[src/hdl/nearest_neighbor_image_resize_assert.svh]
// Assertion macros for the nearest neighbor image resizer.
// Depends on clk and rst_n being visible where the macros are used.
`ifndef NEAREST_NEIGHBOR_IMAGE_RESIZE_ASSERT_SVH
`define NEAREST_NEIGHBOR_IMAGE_RESIZE_ASSERT_SVH

// The consequent must hold in the same cycle as the antecedent.
`define NNIR_ASSERT_NOW(label, ante, cons, msg) \
  label: assert property (@(posedge clk) disable iff (!rst_n) (ante) |-> (cons)) \
    else $error(msg);

// The consequent must hold in the cycle after the antecedent.
`define NNIR_ASSERT_NEXT(label, ante, cons, msg) \
  label: assert property (@(posedge clk) disable iff (!rst_n) (ante) |=> (cons)) \
    else $error(msg);

`endif

[src/hdl/nnir_pkg.sv]
// Shared types and constants of the nearest neighbor image resizer.
// Used by the controller, the datapath and the top level; no dependencies.
`timescale 1ns / 1ps

package nnir_pkg;

  localparam int DEF_MAX_DIM    = 256;
  localparam int DEF_MAX_PIXELS = 65536;

  localparam int CFG_DIM_W  = 9;
  localparam int PB_W       = 3;
  localparam int CFG_IDX_W  = 3;
  localparam int CFG_DATA_W = 9;
  localparam int PIX_W      = 32;
  localparam int STATUS_W   = 2;

  localparam logic [CFG_DIM_W-1:0] CFG_DIM_RESET = 9'd256;
  localparam logic [PB_W-1:0]      PB_RESET      = 3'd1;

  localparam logic [STATUS_W-1:0] STAT_OK     = 2'd0;
  localparam logic [STATUS_W-1:0] STAT_NARROW = 2'd1;
  localparam logic [STATUS_W-1:0] STAT_SHORT  = 2'd2;

  typedef enum logic [CFG_IDX_W-1:0] {
    REG_SRC_WIDTH,
    REG_SRC_HEIGHT,
    REG_DST_WIDTH,
    REG_DST_HEIGHT,
    REG_PIXEL_BYTES
  } cfg_reg_t;

  typedef enum logic [3:0] {
    ST_IDLE,
    ST_FIX,
    ST_MULX,
    ST_DIVX,
    ST_MULY,
    ST_DIVY,
    ST_MULA,
    ST_MULE,
    ST_READ,
    ST_EMIT,
    ST_ERR
  } state_t;

  typedef enum logic [3:0] {
    OP_NONE,
    OP_FIX,
    OP_MULX,
    OP_MULY,
    OP_MULA,
    OP_MULE,
    OP_STEP,
    OP_READ,
    OP_EMIT,
    OP_ERR
  } op_t;

  typedef struct packed {
    op_t  op;
    logic load;
  } cmd_t;

  typedef struct packed {
    logic [STATUS_W-1:0] status;
    logic                enlarge;
    logic                div_done;
    logic                out_full;
  } sts_t;

endpackage

[src/hdl/nnir_ctrl.sv]
// Controller state machine of the nearest neighbor image resizer.
// Depends on nnir_pkg; drives the datapath commands and the input ready.
`timescale 1ns / 1ps

module nnir_ctrl (
  input  logic          clk,
  input  logic          rst_n,
  input  logic          in_valid,
  input  logic          in_req_type,
  output logic          in_ready,
  input  nnir_pkg::sts_t sts_i,
  output nnir_pkg::cmd_t cmd_o
);
  import nnir_pkg::*;

  state_t state_r;
  state_t state_nxt;

  always_ff @(posedge clk) begin
    if (!rst_n) begin
      state_r <= ST_IDLE;
    end else begin
      state_r <= state_nxt;
    end
  end

  always_comb begin
    state_nxt = state_r;
    case (state_r)
      ST_IDLE: begin
        if (in_valid && in_req_type) begin
          state_nxt = ST_FIX;
        end
      end
      ST_FIX: begin
        if (sts_i.status != STAT_OK) begin
          state_nxt = ST_ERR;
        end else if (sts_i.enlarge) begin
          state_nxt = ST_MULE;
        end else begin
          state_nxt = ST_MULX;
        end
      end
      ST_MULX: state_nxt = ST_DIVX;
      ST_DIVX: begin
        if (sts_i.div_done) begin
          state_nxt = ST_MULY;
        end
      end
      ST_MULY: state_nxt = ST_DIVY;
      ST_DIVY: begin
        if (sts_i.div_done) begin
          state_nxt = ST_MULA;
        end
      end
      ST_MULA: state_nxt = ST_READ;
      ST_MULE: state_nxt = ST_READ;
      ST_READ: state_nxt = ST_EMIT;
      ST_EMIT, ST_ERR: begin
        if (!sts_i.out_full) begin
          state_nxt = ST_IDLE;
        end
      end
      default: state_nxt = ST_IDLE;
    endcase
  end

  always_comb begin
    in_ready   = 1'b0;
    cmd_o.op   = OP_NONE;
    cmd_o.load = 1'b0;
    case (state_r)
      ST_IDLE: begin
        in_ready   = 1'b1;
        cmd_o.load = in_valid && !in_req_type;
      end
      ST_FIX:  cmd_o.op = OP_FIX;
      ST_MULX: cmd_o.op = OP_MULX;
      ST_MULY: cmd_o.op = OP_MULY;
      ST_MULA: cmd_o.op = OP_MULA;
      ST_MULE: cmd_o.op = OP_MULE;
      ST_DIVX, ST_DIVY: begin
        cmd_o.op = sts_i.div_done ? OP_NONE : OP_STEP;
      end
      ST_READ: cmd_o.op = OP_READ;
      ST_EMIT: cmd_o.op = sts_i.out_full ? OP_NONE : OP_EMIT;
      ST_ERR:  cmd_o.op = sts_i.out_full ? OP_NONE : OP_ERR;
      default: cmd_o.op = OP_NONE;
    endcase
  end

endmodule

[config.mk]
export PLATFORM = sky130hd
export DESIGN_NAME = nnir_ctrl
export DESIGN_NICKNAME = d
export VERILOG_FILES = /design/src/hdl/nearest_neighbor_image_resize_assert.svh /design/src/hdl/nnir_pkg.sv /design/src/hdl/nnir_ctrl.sv
export SDC_FILE = /design/constraint.sdc
export NUM_CORES = 1
export LEC_CHECK = 0
export BUFFER_PORTS_ARGS = -buffer_cell sky130_fd_sc_hd__buf_2
export CAP_MARGIN = 15
export CELL_PAD_IN_SITES_DETAIL_PLACEMENT = 0
export CELL_PAD_IN_SITES_GLOBAL_PLACEMENT = 1
export CORE_MARGIN = 3
export CORE_UTILIZATION = 34
export DETAILED_ROUTE_END_ITERATION = 6
export PLACE_DENSITY = 0.75
export SLEW_MARGIN = 20
export SYNTH_ARGS = -nofsm -noshare
export SYNTH_HDL_FRONTEND = slang
export SYNTH_SLANG_ARGS = --single-unit
[constraint.sdc]
create_clock -name clk -period 1.6 [get_ports clk]
set_input_delay 0.32 -clock clk [delete_from_list [all_inputs] [get_ports clk]]
set_output_delay 0.32 -clock clk [all_outputs]
set_load 0.01 [all_outputs]
# Word level (Yosys, flattened, before mapping)
# Index checks and enable logic that the tools add are counted.
op_classes:
  addsub: 0
  n_mul: 0
  div_mod_pow: 0
  magnitude_cmp: 0
  eq_ne: 14
  shift: 0
  mux: 13
  bitwise: 0
  reduce_logical: 9
op_table:
  columns: ["op", "n"]
  rows:
  - ["$pmux 4 s9", 2]
  - ["$mux 4", 7]
  - ["$eq 4x3->1 const B", 4]
  - ["$eq 4x4->1 const B", 3]
  - ["$eq 4x2->1 const B", 2]
  - ["$ne 2x2->1 const B", 4]
  - ["$mux 3", 2]
  - ["$reduce_or 2->1", 3]
  - ["$eq 4x1->1 const B", 1]
  - ["$logic_not 4->1", 1]
  - ["$reduce_and 4->1", 1]
  - ["$logic_and 1x1->1", 2]
  - ["$mux 1", 2]
  - ["$reduce_bool 2->1", 1]
  - ["$logic_not 1->1", 1]
word_totals:
  ff_bits: 4
  latchBits: 0
  ramBits: 0
  rom_bits: 0
  word_cells: 37
  n_memories: 0

# Logic depth before layout (Yosys ltp)
# Gate-level depths: netlist (run 1).
depth:
  ltp_word: 4
  ltp_mapped: 6

# Least setup slack after synthesis (run 1)
# Ideal clock, no wire load.
synth_path:
  kind: "reg-to-output"
  from: "reg state_r[1]"
  to: "out cmd_o[4] (netlist name)"
  arrival_time_ns: 1.052
  t_required_ns: 1.280
  setup_slack_ns: 0.228
  stages_incl_launch_ff: 5
  n_path_buf: 2
  path_cell_list: "dfxtp_1 buf_6 buf_6 xor2_1 nor3b_1"
synth_lines:
  columns: ["element", "line", "rtl"]
  rows:
  - ["start: declaration", "nnir_ctrl.sv:16", "state_t state_r;"]
  - ["start signal: assignment", "nnir_ctrl.sv:23", "state_r <= state_nxt;"]
  - ["end: declaration", "nnir_ctrl.sv:12", "output nnir_pkg::cmd_t cmd_o"]

==> results.sh, run 1 <==
export IMPL_layout_setup_ws_ns=0.0287
export IMPL_clock_skew_ns=0.0000857
export IMPL_p_leak_nw=0.314
export IMPL_top_register="state_r"
export IMPL_critPathMaxStageDelay_ns=0.35
export IMPL_gp_congestion=0.781
export IMPL_largest_reg_flops=4
export IMPL_yosys_cell_types_count=36
export IMPL_initial_utilization_pct=39.2
export IMPL_max_clock_path_buffers=2
export IMPL_dp_slack_ns=0.115
export IMPL_yosysTopAreaCell="dfxtp_1"
export IMPL_area_delta_synth_final_pct=34.6
export IMPL_syn_area_per_cell_um2=8.11
export IMPL_crit_path_end_kind="output pin"
export IMPL_outcome="complete, no violations"
export IMPL_drt_pre_antenna_iters=4
export IMPL_fp_row_count=12
export IMPL_crit_family="flip-flops"
export IMPL_nets=90
export IMPL_postRouteAntennaNets=0
export IMPL_synthDominantCellAreaShare_pct=17.0
export IMPL_slew_violations=0
export IMPL_cp_arrival_ns=1.25
export IMPL_hold_class="in2reg"
export IMPL_criticalPathCategory="reg2out"
export IMPL_register_area_um2=92.6
export IMPL_min_period_ns=1.57
export IMPL_slew_headroom_pct=79.5
export IMPL_grt_pass1_vias=465
export IMPL_synth_main_ff_cell="dfxtp_1"
export IMPL_path_max_fanout=5
export IMPL_cts_root_buffer="clkbuf_4"
export IMPL_drtIter0Drc=5
export IMPL_finalCritPeriodShare_pct=98.2
export IMPL_core_um2=1200
export IMPL_clk_pin_slew_ns=0.04
export IMPL_cap_viol_max_count=0
export IMPL_synth_warning_count=0
export IMPL_die_height_um=43.2
export IMPL_fillers=119
export IMPL_drive_gt1_share_pct=49.4
export IMPL_die_w_um=43.2
export IMPL_async_reset_ff_share_pct=0
export IMPL_drc_errors=0
export IMPL_cts_sinks=4
export IMPL_port_buffers=14
export IMPL_synth_enable_flop_cells=0
export IMPL_dieArea_um2=1870
export IMPL_htree_levels=1
export IMPL_synth_seq_area_share_pct=17.0
export IMPL_hold_viol=0
export IMPL_slowest_stage="dfxtp_4"
export IMPL_insertion_delay_ns=0.23
export IMPL_avgRoutedWirePerCell_um=11.8
export IMPL_grt_setup_unrepaired="yes"
export IMPL_diodes=0
export IMPL_synth_cells=58
export IMPL_wl_um=1100
export IMPL_dp_hpwl_um=807
export IMPL_synth_area_leaders="dfxtp_1 (17%), buf_6 (7.2%), maj3_2 (4.8%)"
export IMPL_syn_cell_area_um2=470
export IMPL_synth_seq_cells=4
export IMPL_multi_input_area_um2=344
export IMPL_grt_overflow=0
export IMPL_vias_per_cell=5.24
export IMPL_grt_pass1_wl_um=1770
export IMPL_path_buf_inv=2
export IMPL_p_per_area_nw_per_um2=1880
export IMPL_fmax_mhz=636
export IMPL_reg_top3="state_r (4)"
export IMPL_vias=487
export IMPL_setup_tns_ns=0
export IMPL_antenna_found_initial=0
export IMPL_crit_path_start_kind="flip-flop"
export IMPL_tightest_slew_ns=0.305
export IMPL_grt_usage_pct=12.0
export IMPL_grt_max_degree=12
export IMPL_synth_fp_nets=67
export IMPL_cp_required_ns=1.28
export IMPL_vdd_drop_max_mv=0.770
export IMPL_cts_tree="done"
export IMPL_setup_viol=0
export IMPL_cp_cell_sequence="buf_4 > xnor2_1 > o22a_1 > o21ai_1 > buf_2"
export IMPL_cts_buffers=3
export IMPL_io_pins=15
==> cells by family after synthesis <==
kind of cell    Yosys count  share of synthesized area [%]
compound gates           16                           24.2
xor+xnor                  3                           5.59
fa+ha+maj                 2                           4.79
buf+inv                   9                           13.8
flops                     4                           17.0
mux                       1                           2.13
simple gates             23                           32.4
==> repair_timing <==
action | in CTS | in global routing
setup buffers | 1 | 2
hold buffers | 0 | 0
setup endpoints to repair | 5 | 3
gates resized for setup | 6 | 5
pin swaps | 0 | 3
==> synthesized netlist by cell type, types with 2 or more instances <==
cell,instances
and3_1,2
and4b_1,2
buf_4,2
buf_6,3
dfxtp_1,4
inv_1,2
maj3_2,2
nand2_1,6
nand2b_1,2
nor2_1,3
o21ai_1,3
o22ai_1,2
xnor2_1,2
==> stage by stage <==
stage,power [mW],instances,util [%],hold WS [ns],instance area [um2]
floorplan,0.786,58,-,0.453,470
detailed placement,0.955,87,46.4,0.616,557
CTS,1.13,91,49.9,0.368,599
global placement,0.956,87,46.4,0.618,557
global route,1.28,93,52.7,0.379,633
finish,1.19,93,52.7,0.376,633
==> cell type report <==
class                   instances  area share, %
repair buffers                 24           22.9
multi-input cells              45           54.3
flip-flops and latches          4           14.6
well taps                      14           2.77
clock buffers                   3           3.56
inverters                       3           1.78
==> layout by cell type (no fill, tap or decap), types with 2 or more instances in the layout <==
cell type	instances
nor2_1	3
o22ai_1	2
buf_4	10
maj3_2	2
buf_2	14
and4b_1	2
and3_1	2
clkbuf_4	3
nand2_1	6
nand2b_1	2
o21ai_1	3
dfxtp_4	3
inv_1	2
xnor2_1	2
==> worst paths after layout <==
| path | startpoint | end | slack, ns | cells past startpoint |
|---|---|---|---|---|
| hold reg to reg | state_r[3]$_SDFFE_PN0P_ | state_r[3]$_SDFFE_PN0P_ | 0.62 | 2 |
| hold / removal | rst_n | state_r[0]$_SDFFE_PN0P_ | 0.38 | 2 |
| setup / recovery | state_r[0]$_SDFFE_PN0P_ | cmd_o[1] | 0.03 | 5 |
| setup reg to reg | state_r[0]$_SDFFE_PN0P_ | state_r[3]$_SDFFE_PN0P_ | 0.27 | 6 |
==> routing by layer <==
metal	track usage (%)	wire [um]	share of wire, %
met2	19.2	531	48
met3	0	42	3.8
met4	7.23	0	0
met1	15.9	524	48
met5	0	0	0
==> power breakdown <==
group / internal (mW) / leakage, nW / switching (mW)
logic: 0.454 / 0.265 / 0.364
registers: 0.158 / 0.0353 / 0.0925
clock network: 0.0838 / 0.0138 / 0.0393
total: 0.696 / 0.314 / 0.496
==> worst reg2reg max path: stages, from the launching register on <==
cell and delay, ns:
dfxtp_4 0.35, buf_4 0.13, buf_4 0.14, inv_1 0.10
nor4_1 0.07, a211o_1 0.26, and3_1 0.17
No activity file was read; power rests on OpenSTA's default activity.
==> run 2: changes to the inputs <==
- clock period: 1.6 -> 1.8 ns (I/O delays scaled with it)
==> run 2 against run 1 <==
Against the previous run: critical path type unchanged; register-to-register slack improved by 0.09 ns; first-iteration DRC count increased to 2.8 times the previous value; global-route usage increased by 0.26 points.
==> results.sh, run 2 (synthesized netlist as in run 1, its figures left out) <==
export IMPL_area_delta_synth_final_pct=22.3
export IMPL_whs_ns=0.409
export IMPL_dp_slack_ns=0.195
export IMPL_die_w_um=43.2
export IMPL_wl_um=1080
export IMPL_vdd_drop_max_mv=0.652
export IMPL_mostFrequentLayoutCells="buf_2 (14), nand2_1 (6), buf_4 (5)"
export IMPL_grt_setup_unrepaired="no"
export IMPL_vias_per_cell=5.66
export IMPL_crit_path_start_kind="flip-flop"
export IMPL_slew_headroom_pct=70.6
export IMPL_finalCritPeriodShare_pct=93.3
export IMPL_port_buffers=14
export IMPL_drt_pre_antenna_iters=4
export IMPL_vias=498
export IMPL_min_period_ns=1.68
export IMPL_fp_row_count=12
export IMPL_drive_gt1_share_pct=43.2
export IMPL_clock_skew_ns=0.00234
export IMPL_max_clock_path_buffers=2
export IMPL_criticalPathCategory="reg2out"
export IMPL_core_um2=1200
export IMPL_clk_pin_slew_ns=0.04
export IMPL_grt_max_degree=12
export IMPL_layout_setup_ws_ns=0.121
export IMPL_cts_root_buffer="clkbuf_4"
export IMPL_p_per_area_nw_per_um2=1680
export IMPL_cp_arrival_ns=1.32
export IMPL_grt_pass1_vias=421
export IMPL_hold_viol=0
export IMPL_register_area_um2=86.3
export IMPL_die_height_um=43.2
export IMPL_cap_viol_max_count=0
export IMPL_cts_buffers=3
export IMPL_insertion_delay_ns=0.23
export IMPL_cts_sinks=4
export IMPL_fmax_mhz=596
export IMPL_diodes=0
export IMPL_reg_top3="state_r (4)"
export IMPL_crit_path_end_kind="output pin"
export IMPL_slew_violations=0
export IMPL_htree_levels=1
export IMPL_drc_errors=0
export IMPL_multi_input_area_um2=330
export IMPL_hold_class="in2reg"
export IMPL_top_register="state_r"
export IMPL_fillers=140
export IMPL_cts_tree="done"
export IMPL_setup_tns_ns=0
export IMPL_p_leak_nw=0.285
export IMPL_grt_overflow=0
export IMPL_cp_required_ns=1.44
export IMPL_postRouteAntennaNets=0
export IMPL_outcome="complete, no violations"
export IMPL_grt_pass1_wl_um=1810
export IMPL_initial_utilization_pct=39.2
export IMPL_grt_usage_pct=12.3
export IMPL_nets=85
export IMPL_dp_hpwl_um=816
export IMPL_tightest_slew_ns=0.441
export IMPL_setup_viol=0
export IMPL_dieArea_um2=1870
export IMPL_drtIter0Drc=14
export IMPL_path_max_fanout=9
export IMPL_largest_reg_flops=4
export IMPL_io_pins=15
export IMPL_gp_congestion=0.795
export IMPL_final_common_cell="buf_2"
export IMPL_antenna_found_initial=0
export IMPL_avgRoutedWirePerCell_um=12.3
-- run 2: cell types whose count changed in the layout (fill, tap and decap cells not counted) --
cell,change
buf_4,-5
dfxtp_4,-2
dfxtp_1,+1
dfxtp_2,+1
nor2b_1,+1
nor2b_4,-1
nor3_2,+1
nor3_4,-1
-- run 2: through the flow --
stage               total power, mW  std cells  area [um2]  util [%]
floorplan                     0.699         58         470         -
global placement              0.832         85         542      45.1
detailed placement            0.836         85         542      45.1
CTS                           0.955         88         566      47.1
global route                   1.05         88         576      47.9
finish                        0.965         88         576      47.9
-- run 2: final cells by class --
class                   count  area share [%]
inverters                   3            1.96
flip-flops and latches      4            15.0
repair buffers             19            18.7
clock buffers               3            3.91
multi-input cells          45            57.4
well taps                  14            3.04
-- run 2: where the power goes --
part	switching [mW]	internal [mW]	leakage, nW
clock network	0.0359	0.0745	0.0138
registers	0.0982	0.132	0.0342
logic	0.294	0.330	0.237
-- run 2: layer usage --
metal | part of all wire [%] | vias up | GRT usage [%]
met1 | 51 | 233 | 17.6
met4 | 0 | 0 | 1.81
met3 | 4.7 | 0 | 3.81
met2 | 44 | 17 | 18.0
met5 | 0 | - | 0
li1 | - | 248 | -
-- run 2: final timing paths --
| kind | start | endpoint | slack [ns] | cells past startpoint |
|---|---|---|---|---|
| max | state_r[2]$_SDFFE_PN0P_ | cmd_o[3] | 0.12 | 4 |
| min | rst_n | state_r[0]$_SDFFE_PN0P_ | 0.41 | 2 |
| max reg2reg | state_r[2]$_SDFFE_PN0P_ | state_r[3]$_SDFFE_PN0P_ | 0.36 | 4 |
| min reg2reg | state_r[3]$_SDFFE_PN0P_ | state_r[3]$_SDFFE_PN0P_ | 0.64 | 2 |
-- run 2: what timing repair did --
item	CTS	global route
setup endpoints to repair	2	5
resized for setup	1	4
setup buffers	0	0
hold buffers	0	0
-- run 2: critical path, cell delays in order, from the launching register on --
cell     delay (ns)
dfxtp_1        0.58
maj3_2         0.28
nand2_1        0.05
nand2_1        0.06
buf_2          0.12
==> run 3: changes to the inputs <==
- CORE_UTILIZATION: 34 -> 36
- CTS_BUF_LIST: default -> sky130_fd_sc_hd__clkbuf_8
- PLACE_DENSITY: 0.75 -> 0.79
==> run 3 against run 2 <==
Against the previous run: global-route usage rose by 1.3 points; utilization is 2.0 points higher; largest cell class unchanged; clock skew up 0.0032 ns; sequential share of layout area fell by 0.65 points; critical path type unchanged.
==> results.sh, run 3 (synthesized netlist as in run 1, its figures left out) <==
export IMPL_dieArea_um2=1780
export IMPL_reg2regPathDepth=5
export IMPL_fmax_mhz=592
export IMPL_grt_max_degree=15
export IMPL_hp_start="rst_n"
export IMPL_grt_pass1_wl_um=1840
export IMPL_core_um2=1170
export IMPL_hold_path_depth=2
export IMPL_grt_setup_unrepaired="no"
export IMPL_critical_path_most_common_cell="nand2_1"
export IMPL_slowest_stage="dfxtp_1"
export IMPL_hold_class="in2reg"
export IMPL_hold_viol=0
export IMPL_nets=84
export IMPL_sw_frac_of_total_pct=42.3
export IMPL_grt_overflow=0
export IMPL_max_clock_path_buffers=2
export IMPL_largest_reg_flops=4
export IMPL_fillers=123
export IMPL_register_area_um2=83.8
export IMPL_gp_congestion=0.764
export IMPL_top_register="state_r"
export IMPL_cts_tree="done"
export IMPL_cts_sinks=4
export IMPL_path_max_fanout=7
export IMPL_initial_utilization_pct=40.2
export IMPL_cp_arrival_ns=1.33
export IMPL_total_power_mw=1.02
export IMPL_slew_violations=0
export IMPL_p_clk_share_pct=18.5
export IMPL_setup_tns_ns=0
export IMPL_min_period_ns=1.69
export IMPL_port_buffers=14
export IMPL_power_frac_seq_pct=23.0
export IMPL_ff2ff_setup_slack_ns=0.37
export IMPL_startpoint="state_r[0]$_SDFFE_PN0P_"
export IMPL_clock_skew_ns=0.00552
export IMPL_drt_pre_antenna_iters=4
export IMPL_final_util_pct=49.9
export IMPL_die_w_um=42.2
export IMPL_drive_gt1_share_pct=42.5
export IMPL_io_pins=15
export IMPL_outcome="complete, no violations"
export IMPL_p_per_area_nw_per_um2=1750
export IMPL_p_leak_nw=0.287
export IMPL_cap_viol_max_count=0
export IMPL_grt_usage_pct=13.6
export IMPL_dp_hpwl_um=805
export IMPL_slew_headroom_pct=77.6
export IMPL_insertion_delay_ns=0.22
export IMPL_switchingPower_mw=0.432
export IMPL_htree_levels=1
export IMPL_vias_per_cell=5.36
export IMPL_antenna_found_initial=0
export IMPL_cts_buffers=3
export IMPL_crit_family="flip-flops"
export IMPL_p_comb_share_pct=58.5
export IMPL_die_height_um=42.2
export IMPL_clk_pin_slew_ns=0.03
export IMPL_drtIter0Drc=8
export IMPL_critPathMaxStageDelay_ns=0.50
export IMPL_final_common_cell="buf_2"
export IMPL_reg_top3="state_r (4)"
export IMPL_wl_um=1090
export IMPL_crit_path_end_kind="output pin"
export IMPL_finalCritPeriodShare_pct=93.8
export IMPL_crit_path_start_kind="flip-flop"
export IMPL_setup_viol=0
export IMPL_diodes=0
export IMPL_cts_hold_buf=0
export IMPL_fp_row_count=12
export IMPL_cp_cell_sequence="nor2b_1 > maj3_2 > nand2_1 > nand2_1 > buf_2"
export IMPL_postRouteAntennaNets=0
export IMPL_cts_root_buffer="clkbuf_8"
export IMPL_avgRoutedWirePerCell_um=12.5
export IMPL_criticalPathCategory="reg2out"
export IMPL_vdd_drop_max_mv=0.916
export IMPL_power_internal_mw=0.589
export IMPL_area_delta_synth_final_pct=24.2
export IMPL_path_buf_inv=1
export IMPL_reg2reg_from="state_r[0]$_SDFFE_PN0P_"
export IMPL_vias=466
export IMPL_drc_errors=0
export IMPL_mostFrequentLayoutCells="buf_2 (14), nand2_1 (6), buf_4 (4)"
export IMPL_crit_cells=5
export IMPL_tightest_slew_ns=0.335
export IMPL_multi_input_area_um2=330
export IMPL_grt_pass1_vias=413
export IMPL_cp_required_ns=1.44
[run 3: cell count changes in the layout (fill, tap and decap cells not counted), sizes merged]
cell	before	now
buf	19	18
[run 3: worst reg2reg max path: cells and delay by family, from the launching register on]
family                 cells  cell delay [ns]
AND/OR/NAND/NOR            1             0.18
AO/OA/AOI/OAI              3             0.43
buffers and inverters      1             0.20
flip-flops                 1             0.50
[run 3: cell type report]
cell class	count	area share, %
flip-flops and latches	4	14.3
multi-input cells	45	56.5
repair buffers	18	17.1
well taps	14	3.00
clock buffers	3	7.07
inverters	3	1.93
[run 3: power groups by stage]
stage | registers, mW | clock network (mW) | logic, mW
2_1_floorplan | 0.137 | 0 | 0.562
3_3_place_gp | 0.228 | 0 | 0.585
3_5_place_dp | 0.230 | 0 | 0.588
4_1_cts | 0.230 | 0.192 | 0.591
5_1_grt | 0.247 | 0.209 | 0.665
6_report | 0.234 | 0.189 | 0.598
[run 3: final timing paths]
kind | endpoint
max | cmd_o[3]
max reg2reg | state_r[0]$_SDFFE_PN0P_
min reg2reg | state_r[3]$_SDFFE_PN0P_
min | state_r[0]$_SDFFE_PN0P_
[run 3: what timing repair did]
action                     4_1_cts  5_1_grt
setup endpoints to repair        3        5
setup buffers                    0        0
gates resized for setup          1        3
[run 3: through the flow]
step | hold slack [ns] | cell area (um2) | setup WS [ns] | cells
after floorplan | 0.493 | 470 | 0.388 | 58
after global placement | 0.652 | 534 | 0.127 | 84
after detailed placement | 0.650 | 534 | 0.157 | 84
after CTS | 0.425 | 577 | 0.00277 | 87
after global routing | 0.423 | 584 | 0.000507 | 87
final | 0.433 | 584 | 0.112 | 87
[run 3: per-layer routing]
layer | part of all wire [%] | GRT usage [%]
met1 | 48 | 17.3
met2 | 46 | 18.5
met3 | 5.0 | 8.15
met4 | 0 | 4.97
met5 | 0 | 0
